**src/hdl/sldda_pkg.sv**
```systemverilog
// Shared constants, command type and widths for the 3D stroke line generator
`timescale 1ns / 1ps
`default_nettype none

package sldda_pkg;

  // coordinate and fixed-point widths
  localparam int COORD_W   = 6;
  localparam int FRAC_W    = 8;
  localparam int OUT_W     = COORD_W + FRAC_W;
  localparam int DELTA_W   = COORD_W + 1;
  localparam int LEN_W     = COORD_W;
  localparam int MAG_W     = COORD_W + FRAC_W;
  localparam int NUM_AXES  = 3;

  // command queue between front and back
  localparam int QDEPTH    = 2;
  localparam int QPTR_W    = $clog2(QDEPTH);
  localparam int QCNT_W    = $clog2(QDEPTH + 1);

  // serial divider step counter
  localparam int DIV_CNT_W = $clog2(MAG_W);

  typedef enum logic {
    CMD_POINT,
    CMD_SEGMENT
  } cmd_kind_t;

  // one unit of work for the back end; lane 0 is x, 1 is y, 2 is z
  typedef struct packed {
    cmd_kind_t                          kind;
    logic [NUM_AXES-1:0]                neg;
    logic [NUM_AXES-1:0][COORD_W-1:0]   mag;
    logic [NUM_AXES-1:0][COORD_W-1:0]   base;
    logic [LEN_W-1:0]                   len;
  } seg_cmd_t;

endpackage

`default_nettype wire

```
**src/hdl/sldda_front.sv**
```systemverilog
// Front end: accepts stroke points, keeps the last point and classifies segments
`timescale 1ns / 1ps
`default_nettype none

module sldda_front
  import sldda_pkg::*;
(
  input  wire logic                      clk,
  input  wire logic                      rst_n,
  input  wire logic                      push,
  input  wire logic signed [COORD_W-1:0] in_point_x,
  input  wire logic signed [COORD_W-1:0] in_point_y,
  input  wire logic signed [COORD_W-1:0] in_point_z,
  input  wire logic                      in_stroke_start,
  input  wire logic                      q_full,
  output logic                           q_push,
  output seg_cmd_t                       q_cmd
);

  logic [COORD_W-1:0]        new_pt [NUM_AXES];
  logic [COORD_W-1:0]        prev_r [NUM_AXES];
  logic                      have_prev_r;
  logic signed [DELTA_W-1:0] delta [NUM_AXES];
  logic [DELTA_W-1:0]        abs_full [NUM_AXES];
  logic [COORD_W-1:0]        mag [NUM_AXES];
  logic [LEN_W-1:0]          len;
  logic                      accept;
  logic                      is_point;

  assign new_pt[0] = in_point_x;
  assign new_pt[1] = in_point_y;
  assign new_pt[2] = in_point_z;

  assign accept   = push && !q_full;
  assign is_point = in_stroke_start || !have_prev_r;

  // per-axis delta and magnitude
  always_comb begin
    for (int k = 0; k < NUM_AXES; k++) begin
      delta[k]    = DELTA_W'($signed(new_pt[k])) - DELTA_W'($signed(prev_r[k]));
      abs_full[k] = delta[k][DELTA_W-1] ? DELTA_W'(-delta[k]) : DELTA_W'(delta[k]);
      mag[k]      = abs_full[k][COORD_W-1:0];
    end
  end

  // major axis: z if strictly largest, else y if above x, else x
  always_comb begin
    priority if (mag[2] > mag[0] && mag[2] > mag[1]) begin
      len = mag[2];
    end else if (mag[1] > mag[0]) begin
      len = mag[1];
    end else begin
      len = mag[0];
    end
  end

  // command to the back end
  always_comb begin
    q_cmd.kind = is_point ? CMD_POINT : CMD_SEGMENT;
    q_cmd.len  = len;
    for (int k = 0; k < NUM_AXES; k++) begin
      q_cmd.neg[k]  = delta[k][DELTA_W-1];
      q_cmd.mag[k]  = mag[k];
      q_cmd.base[k] = is_point ? new_pt[k] : prev_r[k];
    end
  end

  // zero-length segments are dropped
  assign q_push = accept && (is_point || (len != '0));

  // kept point
  always_ff @(posedge clk) begin
    if (!rst_n) begin
      have_prev_r <= 1'b0;
      for (int k = 0; k < NUM_AXES; k++) begin
        prev_r[k] <= '0;
      end
    end else if (accept) begin
      have_prev_r <= 1'b1;
      for (int k = 0; k < NUM_AXES; k++) begin
        prev_r[k] <= new_pt[k];
      end
    end
  end

endmodule

`default_nettype wire

```
**src/hdl/sldda_queue.sv**
```systemverilog
// Short command queue between front and back end
`timescale 1ns / 1ps
`default_nettype none

module sldda_queue
  import sldda_pkg::*;
(
  input  wire logic     clk,
  input  wire logic     rst_n,
  input  wire logic     wr_en,
  input  wire seg_cmd_t wr_cmd,
  output logic          full,
  input  wire logic     rd_en,
  output seg_cmd_t      rd_cmd,
  output logic          empty
);

  seg_cmd_t          mem_r [QDEPTH];
  logic [QPTR_W-1:0] wr_ptr_r;
  logic [QPTR_W-1:0] rd_ptr_r;
  logic [QCNT_W-1:0] count_r;
  logic              do_wr;
  logic              do_rd;

  assign full   = (count_r == QCNT_W'(QDEPTH));
  assign empty  = (count_r == '0);
  assign do_wr  = wr_en && !full;
  assign do_rd  = rd_en && !empty;
  assign rd_cmd = mem_r[rd_ptr_r];

  // pointers and fill count
  always_ff @(posedge clk) begin
    if (!rst_n) begin
      wr_ptr_r <= '0;
      rd_ptr_r <= '0;
      count_r  <= '0;
    end else begin
      if (do_wr) begin
        wr_ptr_r <= (wr_ptr_r == QPTR_W'(QDEPTH - 1)) ? '0 : wr_ptr_r + QPTR_W'(1);
      end
      if (do_rd) begin
        rd_ptr_r <= (rd_ptr_r == QPTR_W'(QDEPTH - 1)) ? '0 : rd_ptr_r + QPTR_W'(1);
      end
      unique case ({do_wr, do_rd})
        2'b10:   count_r <= count_r + QCNT_W'(1);
        2'b01:   count_r <= count_r - QCNT_W'(1);
        default: count_r <= count_r;
      endcase
    end
  end

  // storage
  always_ff @(posedge clk) begin
    if (do_wr) begin
      mem_r[wr_ptr_r] <= wr_cmd;
    end
  end

endmodule

`default_nettype wire

```
**src/hdl/sldda_back.sv**
```systemverilog
// Back end: serial divide for the per-point step, then one point per cycle while the output is free
`timescale 1ns / 1ps
`default_nettype none

module sldda_back
  import sldda_pkg::*;
(
  input  wire logic              clk,
  input  wire logic              rst_n,
  input  wire seg_cmd_t          q_cmd,
  input  wire logic              q_empty,
  output logic                   q_pop,
  input  wire logic              pop,
  output logic                   empty,
  output logic signed [OUT_W-1:0] out_x,
  output logic signed [OUT_W-1:0] out_y,
  output logic signed [OUT_W-1:0] out_z,
  output logic                   out_last_point
);

  localparam int EXT_W = OUT_W + 1;

  typedef enum logic [1:0] {
    ST_IDLE,
    ST_DIVIDE,
    ST_STEP
  } state_t;

  state_t               state_r, state_nxt;
  logic [COORD_W-1:0]   base_r   [NUM_AXES];
  logic [COORD_W-1:0]   base_nxt [NUM_AXES];
  logic                 neg_r    [NUM_AXES];
  logic                 neg_nxt  [NUM_AXES];
  // dividend, then quotient once the divide is done
  logic [MAG_W-1:0]     num_r    [NUM_AXES];
  logic [MAG_W-1:0]     num_nxt  [NUM_AXES];
  logic [LEN_W-1:0]     rem_r    [NUM_AXES];
  logic [LEN_W-1:0]     rem_nxt  [NUM_AXES];
  logic [MAG_W-1:0]     accq_r   [NUM_AXES];
  logic [MAG_W-1:0]     accq_nxt [NUM_AXES];
  logic [LEN_W-1:0]     accr_r   [NUM_AXES];
  logic [LEN_W-1:0]     accr_nxt [NUM_AXES];
  logic [LEN_W-1:0]     len_r, len_nxt;
  logic [DIV_CNT_W-1:0] cnt_r, cnt_nxt;
  logic [LEN_W-1:0]     step_r, step_nxt;
  logic [OUT_W-1:0]     coord_r   [NUM_AXES];
  logic [OUT_W-1:0]     coord_nxt [NUM_AXES];
  logic                 last_r, last_nxt;
  logic                 valid_r, valid_nxt;

  // datapath intermediates
  logic [LEN_W:0]       trial     [NUM_AXES];
  logic                 ge        [NUM_AXES];
  logic [LEN_W:0]       rsum      [NUM_AXES];
  logic                 wrap      [NUM_AXES];
  logic [MAG_W-1:0]     accq_new  [NUM_AXES];
  logic signed [EXT_W-1:0] offs   [NUM_AXES];
  logic signed [EXT_W-1:0] base_ext [NUM_AXES];
  logic signed [EXT_W-1:0] coord_full [NUM_AXES];
  logic                 out_can;
  logic                 seg_last;

  assign out_can  = !valid_r || pop;
  assign seg_last = (step_r == len_r - LEN_W'(1));

  assign empty          = !valid_r;
  assign out_x          = coord_r[0];
  assign out_y          = coord_r[1];
  assign out_z          = coord_r[2];
  assign out_last_point = last_r;

  // restoring divide step and accumulator step, per lane
  always_comb begin
    for (int k = 0; k < NUM_AXES; k++) begin
      trial[k]    = {rem_r[k], num_r[k][MAG_W-1]};
      ge[k]       = (trial[k] >= {1'b0, len_r});
      rsum[k]     = {1'b0, accr_r[k]} + {1'b0, rem_r[k]};
      wrap[k]     = (rsum[k] >= {1'b0, len_r});
      accq_new[k] = accq_r[k] + num_r[k] + MAG_W'(wrap[k]);
      offs[k]     = neg_r[k] ? -$signed(EXT_W'(accq_new[k])) : $signed(EXT_W'(accq_new[k]));
      base_ext[k] = EXT_W'($signed(base_r[k])) <<< FRAC_W;
      coord_full[k] = base_ext[k] + offs[k];
    end
  end

  // sequencer
  always_comb begin
    state_nxt = state_r;
    len_nxt   = len_r;
    cnt_nxt   = cnt_r;
    step_nxt  = step_r;
    last_nxt  = last_r;
    valid_nxt = valid_r && !pop;
    q_pop     = 1'b0;
    for (int k = 0; k < NUM_AXES; k++) begin
      base_nxt[k]  = base_r[k];
      neg_nxt[k]   = neg_r[k];
      num_nxt[k]   = num_r[k];
      rem_nxt[k]   = rem_r[k];
      accq_nxt[k]  = accq_r[k];
      accr_nxt[k]  = accr_r[k];
      coord_nxt[k] = coord_r[k];
    end
    unique case (state_r)
      ST_IDLE: begin
        if (!q_empty) begin
          if (q_cmd.kind == CMD_POINT) begin
            // stroke start: the point itself with a zero fraction
            if (out_can) begin
              q_pop     = 1'b1;
              valid_nxt = 1'b1;
              last_nxt  = 1'b1;
              for (int k = 0; k < NUM_AXES; k++) begin
                coord_nxt[k] = OUT_W'($signed(q_cmd.base[k])) <<< FRAC_W;
              end
            end
          end else begin
            q_pop     = 1'b1;
            len_nxt   = q_cmd.len;
            cnt_nxt   = '0;
            state_nxt = ST_DIVIDE;
            for (int k = 0; k < NUM_AXES; k++) begin
              base_nxt[k] = q_cmd.base[k];
              neg_nxt[k]  = q_cmd.neg[k];
              num_nxt[k]  = MAG_W'(q_cmd.mag[k]) << FRAC_W;
              rem_nxt[k]  = '0;
            end
          end
        end
      end
      ST_DIVIDE: begin
        // one quotient bit per cycle on all three lanes
        for (int k = 0; k < NUM_AXES; k++) begin
          num_nxt[k] = {num_r[k][MAG_W-2:0], ge[k]};
          rem_nxt[k] = ge[k] ? LEN_W'(trial[k] - {1'b0, len_r}) : trial[k][LEN_W-1:0];
        end
        cnt_nxt = cnt_r + DIV_CNT_W'(1);
        if (cnt_r == DIV_CNT_W'(MAG_W - 1)) begin
          state_nxt = ST_STEP;
          step_nxt  = '0;
          for (int k = 0; k < NUM_AXES; k++) begin
            accq_nxt[k] = '0;
            accr_nxt[k] = '0;
          end
        end
      end
      ST_STEP: begin
        // add quotient and remainder, carry when remainder reaches length
        if (out_can) begin
          valid_nxt = 1'b1;
          last_nxt  = seg_last;
          step_nxt  = step_r + LEN_W'(1);
          for (int k = 0; k < NUM_AXES; k++) begin
            accq_nxt[k]  = accq_new[k];
            accr_nxt[k]  = wrap[k] ? LEN_W'(rsum[k] - {1'b0, len_r}) : rsum[k][LEN_W-1:0];
            coord_nxt[k] = coord_full[k][OUT_W-1:0];
          end
          if (seg_last) begin
            state_nxt = ST_IDLE;
          end
        end
      end
      default: begin
        state_nxt = ST_IDLE;
      end
    endcase
  end

  // state and registered outputs
  always_ff @(posedge clk) begin
    if (!rst_n) begin
      state_r <= ST_IDLE;
      valid_r <= 1'b0;
    end else begin
      state_r <= state_nxt;
      valid_r <= valid_nxt;
    end
    len_r  <= len_nxt;
    cnt_r  <= cnt_nxt;
    step_r <= step_nxt;
    last_r <= last_nxt;
    for (int k = 0; k < NUM_AXES; k++) begin
      base_r[k]  <= base_nxt[k];
      neg_r[k]   <= neg_nxt[k];
      num_r[k]   <= num_nxt[k];
      rem_r[k]   <= rem_nxt[k];
      accq_r[k]  <= accq_nxt[k];
      accr_r[k]  <= accr_nxt[k];
      coord_r[k] <= coord_nxt[k];
    end
  end

endmodule

`default_nettype wire

```
**src/hdl/stroke_line_dda_3d.sv**
```systemverilog
// Top level of the 3D stroke line generator: front end, command queue, back end
//
//   channel  ports                                       handshake
//   input    in_point_x/y/z, in_stroke_start             push, full
//   result   out_x/y/z, out_last_point                   empty, pop
//
// A stroke-start point (or the first point after reset) goes straight from the
// queue to the output. A segment of major length L is loaded, then serially
// divided (one quotient bit per cycle, COORD_W+FRAC_W steps), then gives L points,
// one point per cycle while the output is free. Zero-length segments cost nothing.
// Reset is synchronous; there is no clearing pass.
// A queue of two commands lets points be taken while the back end works or
// while pop is held low; full rises only when both entries are waiting.
`timescale 1ns / 1ps
`default_nettype none

module stroke_line_dda_3d
  import sldda_pkg::*;
(
  input  wire logic                      clk,
  input  wire logic                      rst_n,
  input  wire logic                      push,
  output logic                           full,
  input  wire logic signed [COORD_W-1:0] in_point_x,
  input  wire logic signed [COORD_W-1:0] in_point_y,
  input  wire logic signed [COORD_W-1:0] in_point_z,
  input  wire logic                      in_stroke_start,
  output logic                           empty,
  input  wire logic                      pop,
  output logic signed [OUT_W-1:0]        out_x,
  output logic signed [OUT_W-1:0]        out_y,
  output logic signed [OUT_W-1:0]        out_z,
  output logic                           out_last_point
);

  logic     q_push;
  logic     q_pop;
  logic     q_empty;
  seg_cmd_t q_wr_cmd;
  seg_cmd_t q_rd_cmd;

  // classify incoming points
  sldda_front u_front (
    .clk             (clk),
    .rst_n           (rst_n),
    .push            (push),
    .in_point_x      (in_point_x),
    .in_point_y      (in_point_y),
    .in_point_z      (in_point_z),
    .in_stroke_start (in_stroke_start),
    .q_full          (full),
    .q_push          (q_push),
    .q_cmd           (q_wr_cmd)
  );

  // command queue
  sldda_queue u_queue (
    .clk    (clk),
    .rst_n  (rst_n),
    .wr_en  (q_push),
    .wr_cmd (q_wr_cmd),
    .full   (full),
    .rd_en  (q_pop),
    .rd_cmd (q_rd_cmd),
    .empty  (q_empty)
  );

  // point generation
  sldda_back u_back (
    .clk            (clk),
    .rst_n          (rst_n),
    .q_cmd          (q_rd_cmd),
    .q_empty        (q_empty),
    .q_pop          (q_pop),
    .pop            (pop),
    .empty          (empty),
    .out_x          (out_x),
    .out_y          (out_y),
    .out_z          (out_z),
    .out_last_point (out_last_point)
  );

endmodule

`default_nettype wire

```
**config.mk**
```make
export PLATFORM = sky130hd
export DESIGN_NAME = stroke_line_dda_3d
export DESIGN_NICKNAME = d
export VERILOG_FILES = /design/src/hdl/sldda_pkg.sv /design/src/hdl/sldda_front.sv /design/src/hdl/sldda_queue.sv /design/src/hdl/sldda_back.sv /design/src/hdl/stroke_line_dda_3d.sv
export SDC_FILE = /design/constraint.sdc
export NUM_CORES = 1
export LEC_CHECK = 0
export ABC_AREA = 1
export BUFFER_PORTS_ARGS = -buffer_cell sky130_fd_sc_hd__clkbuf_2
export CELL_PAD_IN_SITES_DETAIL_PLACEMENT = 0
export CELL_PAD_IN_SITES_GLOBAL_PLACEMENT = 1
export CORE_ASPECT_RATIO = 0.5
export CORE_MARGIN = 3
export CORE_UTILIZATION = 53
export DETAILED_ROUTE_END_ITERATION = 8
export HOLD_SLACK_MARGIN = 0.02
export PLACE_DENSITY = 0.92
export SLEW_MARGIN = 15
export SYNTH_ARGS = -nofsm -noshare
export SYNTH_HDL_FRONTEND = slang
export SYNTH_SLANG_ARGS = --single-unit
```
**constraint.sdc**
```tcl
create_clock -name clk -period 8.9 [get_ports clk]
set_clock_uncertainty 0.2 [all_clocks]
set_input_delay 0.89 -clock clk [delete_from_list [all_inputs] [get_ports clk]]
set_output_delay 0.89 -clock clk [all_outputs]
set_load 0.005 [all_outputs]
```
Word level (Yosys, flattened, before mapping)
Memory sizes are Yosys's and may differ from the RTL's. A register that Yosys moved wholly into a read port is not among the register bits.
Cells that the tools add are included.

storage, ports and cells
  register bits after elaboration = 25
  memory bits (writable) = 293
  bits of input ports = 23
  output and inout port bits = 45
  word-level logic and storage cells = 186
  memories kept = 9

memory list
  name            words  width  rd ports  clocked after Yosys merged registers in  wr ports  line               text
  u_queue.mem_r   2      46     1         1                                        1         sldda_queue.sv:18  seg_cmd_t mem_r [QDEPTH];
  u_back.accq_r   3      14     3         0                                        3         sldda_back.sv:39   logic [MAG_W-1:0] accq_r [NUM_AXES];
  u_back.coord_r  3      14     3         0                                        3         sldda_back.sv:46   logic [OUT_W-1:0] coord_r [NUM_AXES];
  u_back.num_r    3      14     3         0                                        3         sldda_back.sv:35   logic [MAG_W-1:0] num_r [NUM_AXES];
  u_back.accr_r   3      6      3         0                                        3         sldda_back.sv:41   logic [LEN_W-1:0] accr_r [NUM_AXES];
  u_back.base_r   3      6      3         0                                        3         sldda_back.sv:30   logic [COORD_W-1:0] base_r [NUM_AXES];
  +3 memories     -      -      -         -                                        -         -

operators by class
  $add $sub $neg = 34
  $lt $le $gt $ge = 9
  equal/unequal tests = 14
  mux-type cells = 80
  bitwise logic cells = 4
  reductions and logical operators = 26

operators with widths
  kind                                                                     number
  42-bit two-way mux                                                       8
  42-bit case mux with 2 select lines                                      3
  18-bit two-way mux                                                       7
  6-bit two-way mux                                                        19
  14-bit adder                                                             6
  18-bit case mux with 2 select lines                                      2
  14-bit by 1-bit adder with 14-bit output                                 3
  7-bit by 6-bit greater-or-equal comparator with 1-bit output             6
  14-bit two-way mux                                                       3
  14-bit negator                                                           3
  6-bit subtractor                                                         6
  1-bit two-way mux                                                        22
  6-bit by 6-bit adder with 7-bit output                                   3
  6-bit by 6-bit subtractor with 7-bit output                              3
  6-bit > comparator                                                       3
  6-bit negator                                                            3
  6-bit case mux with 2 select lines                                       1
  2-bit two-way mux                                                        5
  2-bit by 1-bit inequality test with 1-bit output, second input constant  5
  5-bit AND reduction                                                      2
  3-bit two-way mux                                                        3
  3-bit AND reduction                                                      3
  4-bit two-way mux                                                        2
  4-bit case mux with 2 select lines                                       1
  22 further kinds                                                         45

Longest topological paths before layout
An unclocked memory read counts as a cell.

  word-level depth = 13
  gate-level depth with buffers = 42
  gate-level depth less buffers = 42

By module
A second synthesis with hierarchy kept.

second synthesis, totals
  cells, all modules = 2321
  area, all modules = 20651.1 µm²

by module, submodules not included
  module       times used  cells an instance  area an instance (µm²)  seq. area each (µm²)
  sldda_back   1           1717               14091.0                 6065.8
  sldda_queue  1           183                3771.1                  2862.7
  sldda_front  1           421                2788.9                  560.5

Worst setup path before layout
Ideal clock, no wire load.

  path kind = input -> register
  from = input port in_point_y[0]
  to = memory u_queue.mem_r[0][0] (netlist bit) (enable)
  setup time = 450 ps
  arrival = 5583 ps
  data required time = 8250 ps
  path slack = 2668 ps
  stages on the path = 28
  buffers on the path = 0
  cell sequence = inv_1 ha_1 inv_1 fa_1 xnor2_1 nand3_1 inv_1 nand3_1 nand2_1 nand2_1 nand2_1 inv_1 ha_1 nand2_1 inv_1 nand2_1 nand2_1 inv_1 nand3_2 inv_1 nand2_1 nand2_1 nor2_1 nand3_1 nor2_1 nand3_2 nand2_1 nor2_1

RTL lines
  item         line                      text
  from (decl)  stroke_line_dda_3d.sv:25  input wire logic signed [COORD_W-1:0] in_point_y,
  to (decl)    sldda_queue.sv:18

==> impl_metrics.tcl <==
set metrics [dict create \
    slew_headroom_pct 24.5 \
    critPathMaxStageDelay_ns 0.57 \
    dieArea_um2 39200 \
    synth-edff-count 310 \
    io_pins 68 \
    synth_nets 2321 \
    routed_wl_um 42900 \
    insertion_delay_ns 0.59 \
    fill_cells 2968 \
    place_congestion 0.874 \
    grt_max_degree 76 \
    syn_area_per_cell_um2 9.18 \
    fin_crit_ns 6.67 \
    antenna_left 0 \
    worst-setup-path-type "flop to flop" \
    grt_pass1_vias 13800 \
    worstPathArrival_ns 6.81 \
    drive_gt1_share_pct 8.54 \
    detail_route.vias_per_cell 5.32 \
    firstDrtPassIters 5 \
    antenna_found_initial 0 \
    synth-seq-area-share_pct 48.7 \
    status "finished clean" \
    multi_input_area_um2 8650 \
    track_usage_pct 21.9 \
    synthFlopType "edfxtp_1" \
    grt_first_pass_wirelength_um 69900 \
    synthArstFlopShare_pct 0 \
    design_area_um2 21500 \
    min_period_over_period_pct 75.0 \
    min_path_type "flop to flop" \
    fmax_mhz 150 \
    routedWlPerCell_um 16.0 \
    antennaDiodeCount 0 \
    synthDistinctLibCells 45 \
    netlist_area_um2 19500 \
    syn_to_final_growth_pct 10.1 \
    worstPathMaxFanout 9 \
    cts_root_buf "clkbuf_16" \
    placed_cell_area_um2 20400 \
    numPortBuffers 67 \
    cts_tree "done" \
    cp.required_ns 9.04 \
    drv_cap 0 \
    htree_num_levels 1 \
    numCtsBuffers 30 \
    die_w_um 277 \
    max_slew.worst_pin.slew_ns 1.12 \
    register_area_um2 9490 \
    drt_iter0_drc 1205 \
    crit_family "adder cells" \
    clkTransAtPathRegs_ns 0.07 \
    grt_setup_unrepaired "false" \
    nets 2389 \
    slowest_stage "fa_1" \
    layout.cells.most_common "nand2_1" \
    grt_remaining_overflow 0 \
    row_count 48 \
    crit_top_cell "nand2_1" \
    setup_viol 0 \
    via_count 14300 \
    cts_buffer_depth 3 \
    coreArea_um2 35400 \
    whs_ns 0.265 \
    start_util_pct 55.1 \
    fin_tns_setup_ns 0 \
    ys_warn_count 0 \
    post-cts-setup-buffers 0 \
    ys_ff_latch 319 \
    path_buf_inv 5 \
    slew_violations 0 \
    clock_sinks 319 \
    die_h_um 142 \
    ctsResizeCount 0 \
    drc_errors 0 \
    final_cell_mix "nand2_1, inv_1, edfxtp_1, nor2_1, a21oi_1" \
    post-dp-hpwl_um 30500 \
    cts-hold-fix-buffers 0 \
    worstSetupStartpointType "flop" \
    synth_cells 2122 \
    critPathCaptureType "flop" \
    hold_viol 0 \
]
==> synth_stat cells, types with 5 or more instances <==
master	count	area, um^2
ha_1	155	1940
a21oi_1	160	801
dfxtp_1	9	180
xnor2_1	45	394
o21bai_1	6	45.0
xor2_1	50	438
nand2_1	471	1770
or2_2	8	50.1
a21o_1	8	60.1
nand3b_1	12	90.1
clkbuf_1	35	131
nor3_1	22	110
a31oi_1	10	62.6
a211oi_1	12	90.1
nand2_2	14	87.6
inv_1	322	1210
nand3_1	95	475
nor2_1	164	616
xor2_2	5	81.3
o21ai_0	121	606
fa_1	21	420
edfxtp_1	310	9310
nand4_1	11	68.8
o21ai_1	12	60.1
==> worst paths after layout <==
| kind | start | to | slack, ns | cells past startpoint |
|---|---|---|---|---|
| setup reg to reg | u_back.rem_r[0][0] | u_back.coord_r[0][13] | 2.23 | 40 |
| setup / recovery | u_back.rem_r[0][0] | u_back.coord_r[0][13] | 2.23 | 40 |
| hold reg to reg | u_queue.rd_ptr_r | u_queue.rd_ptr_r | 0.27 | 1 |
| hold / removal | u_queue.rd_ptr_r | u_queue.rd_ptr_r | 0.27 | 1 |
==> metrics by stage <==
step	utilization (%)	instances	setup slack, ns
2_1_floorplan	-	2122	2.67
3_3_place_gp	57.6	2633	2.50
3_5_place_dp	57.6	2633	2.26
4_1_cts	60.7	2688	2.23
5_1_grt	60.7	2688	1.50
6_report	60.7	2688	2.23
==> cells by family after synthesis <==
logic type                 share of synthesized area [%]
and+or+nand+nor                                     17.2
buffers and inverters                               7.13
xor gates and xnor gates                            4.94
adders and majority gates                           12.1
DFF                                                 48.7
AOI/OAI and AO/OA                                   9.89
==> layer usage <==
layer / vias to the layer above / global-route usage [%] / part of all wire [%]
met5: - / 0 / 0
met2: 326 / 34.9 / 44
met1: 6720 / 32.2 / 48
met4: 0 / 3.59 / 1.3
met3: 45 / 3.70 / 5.9
li1: 7216 / - / -
==> sequential cells by signal (all words and copies together), names as in the netlist, 2 cells and up, named ones only <==
| name | count |
|---|---|
| u_back.step_r | 6 |
| u_back.accq_r | 42 |
| u_back.rem_r | 18 |
| u_back.base_r | 18 |
| u_front.prev_r | 18 |
| u_queue.mem_r | 92 |
| u_back.coord_r | 42 |
| u_back.len_r | 6 |
| u_back.cnt_r | 4 |
| u_back.state_r | 2 |
| u_back.num_r | 42 |
| u_back.neg_r | 3 |
| u_back.accr_r | 18 |
| u_queue.count_r | 2 |
==> cell type report <==
type	instances	share of cell area [%]
inverter	326	5.70
multi-input combinational	1434	40.3
clock buffer	35	3.68
clock inverter	20	1.32
timing repair buffer	79	1.98
sequential	319	44.2
tap	475	2.77
Power is left out: the tool's default activity adds up to more than one toggle a clock period on the data nets, which glitch-free logic cannot reach.
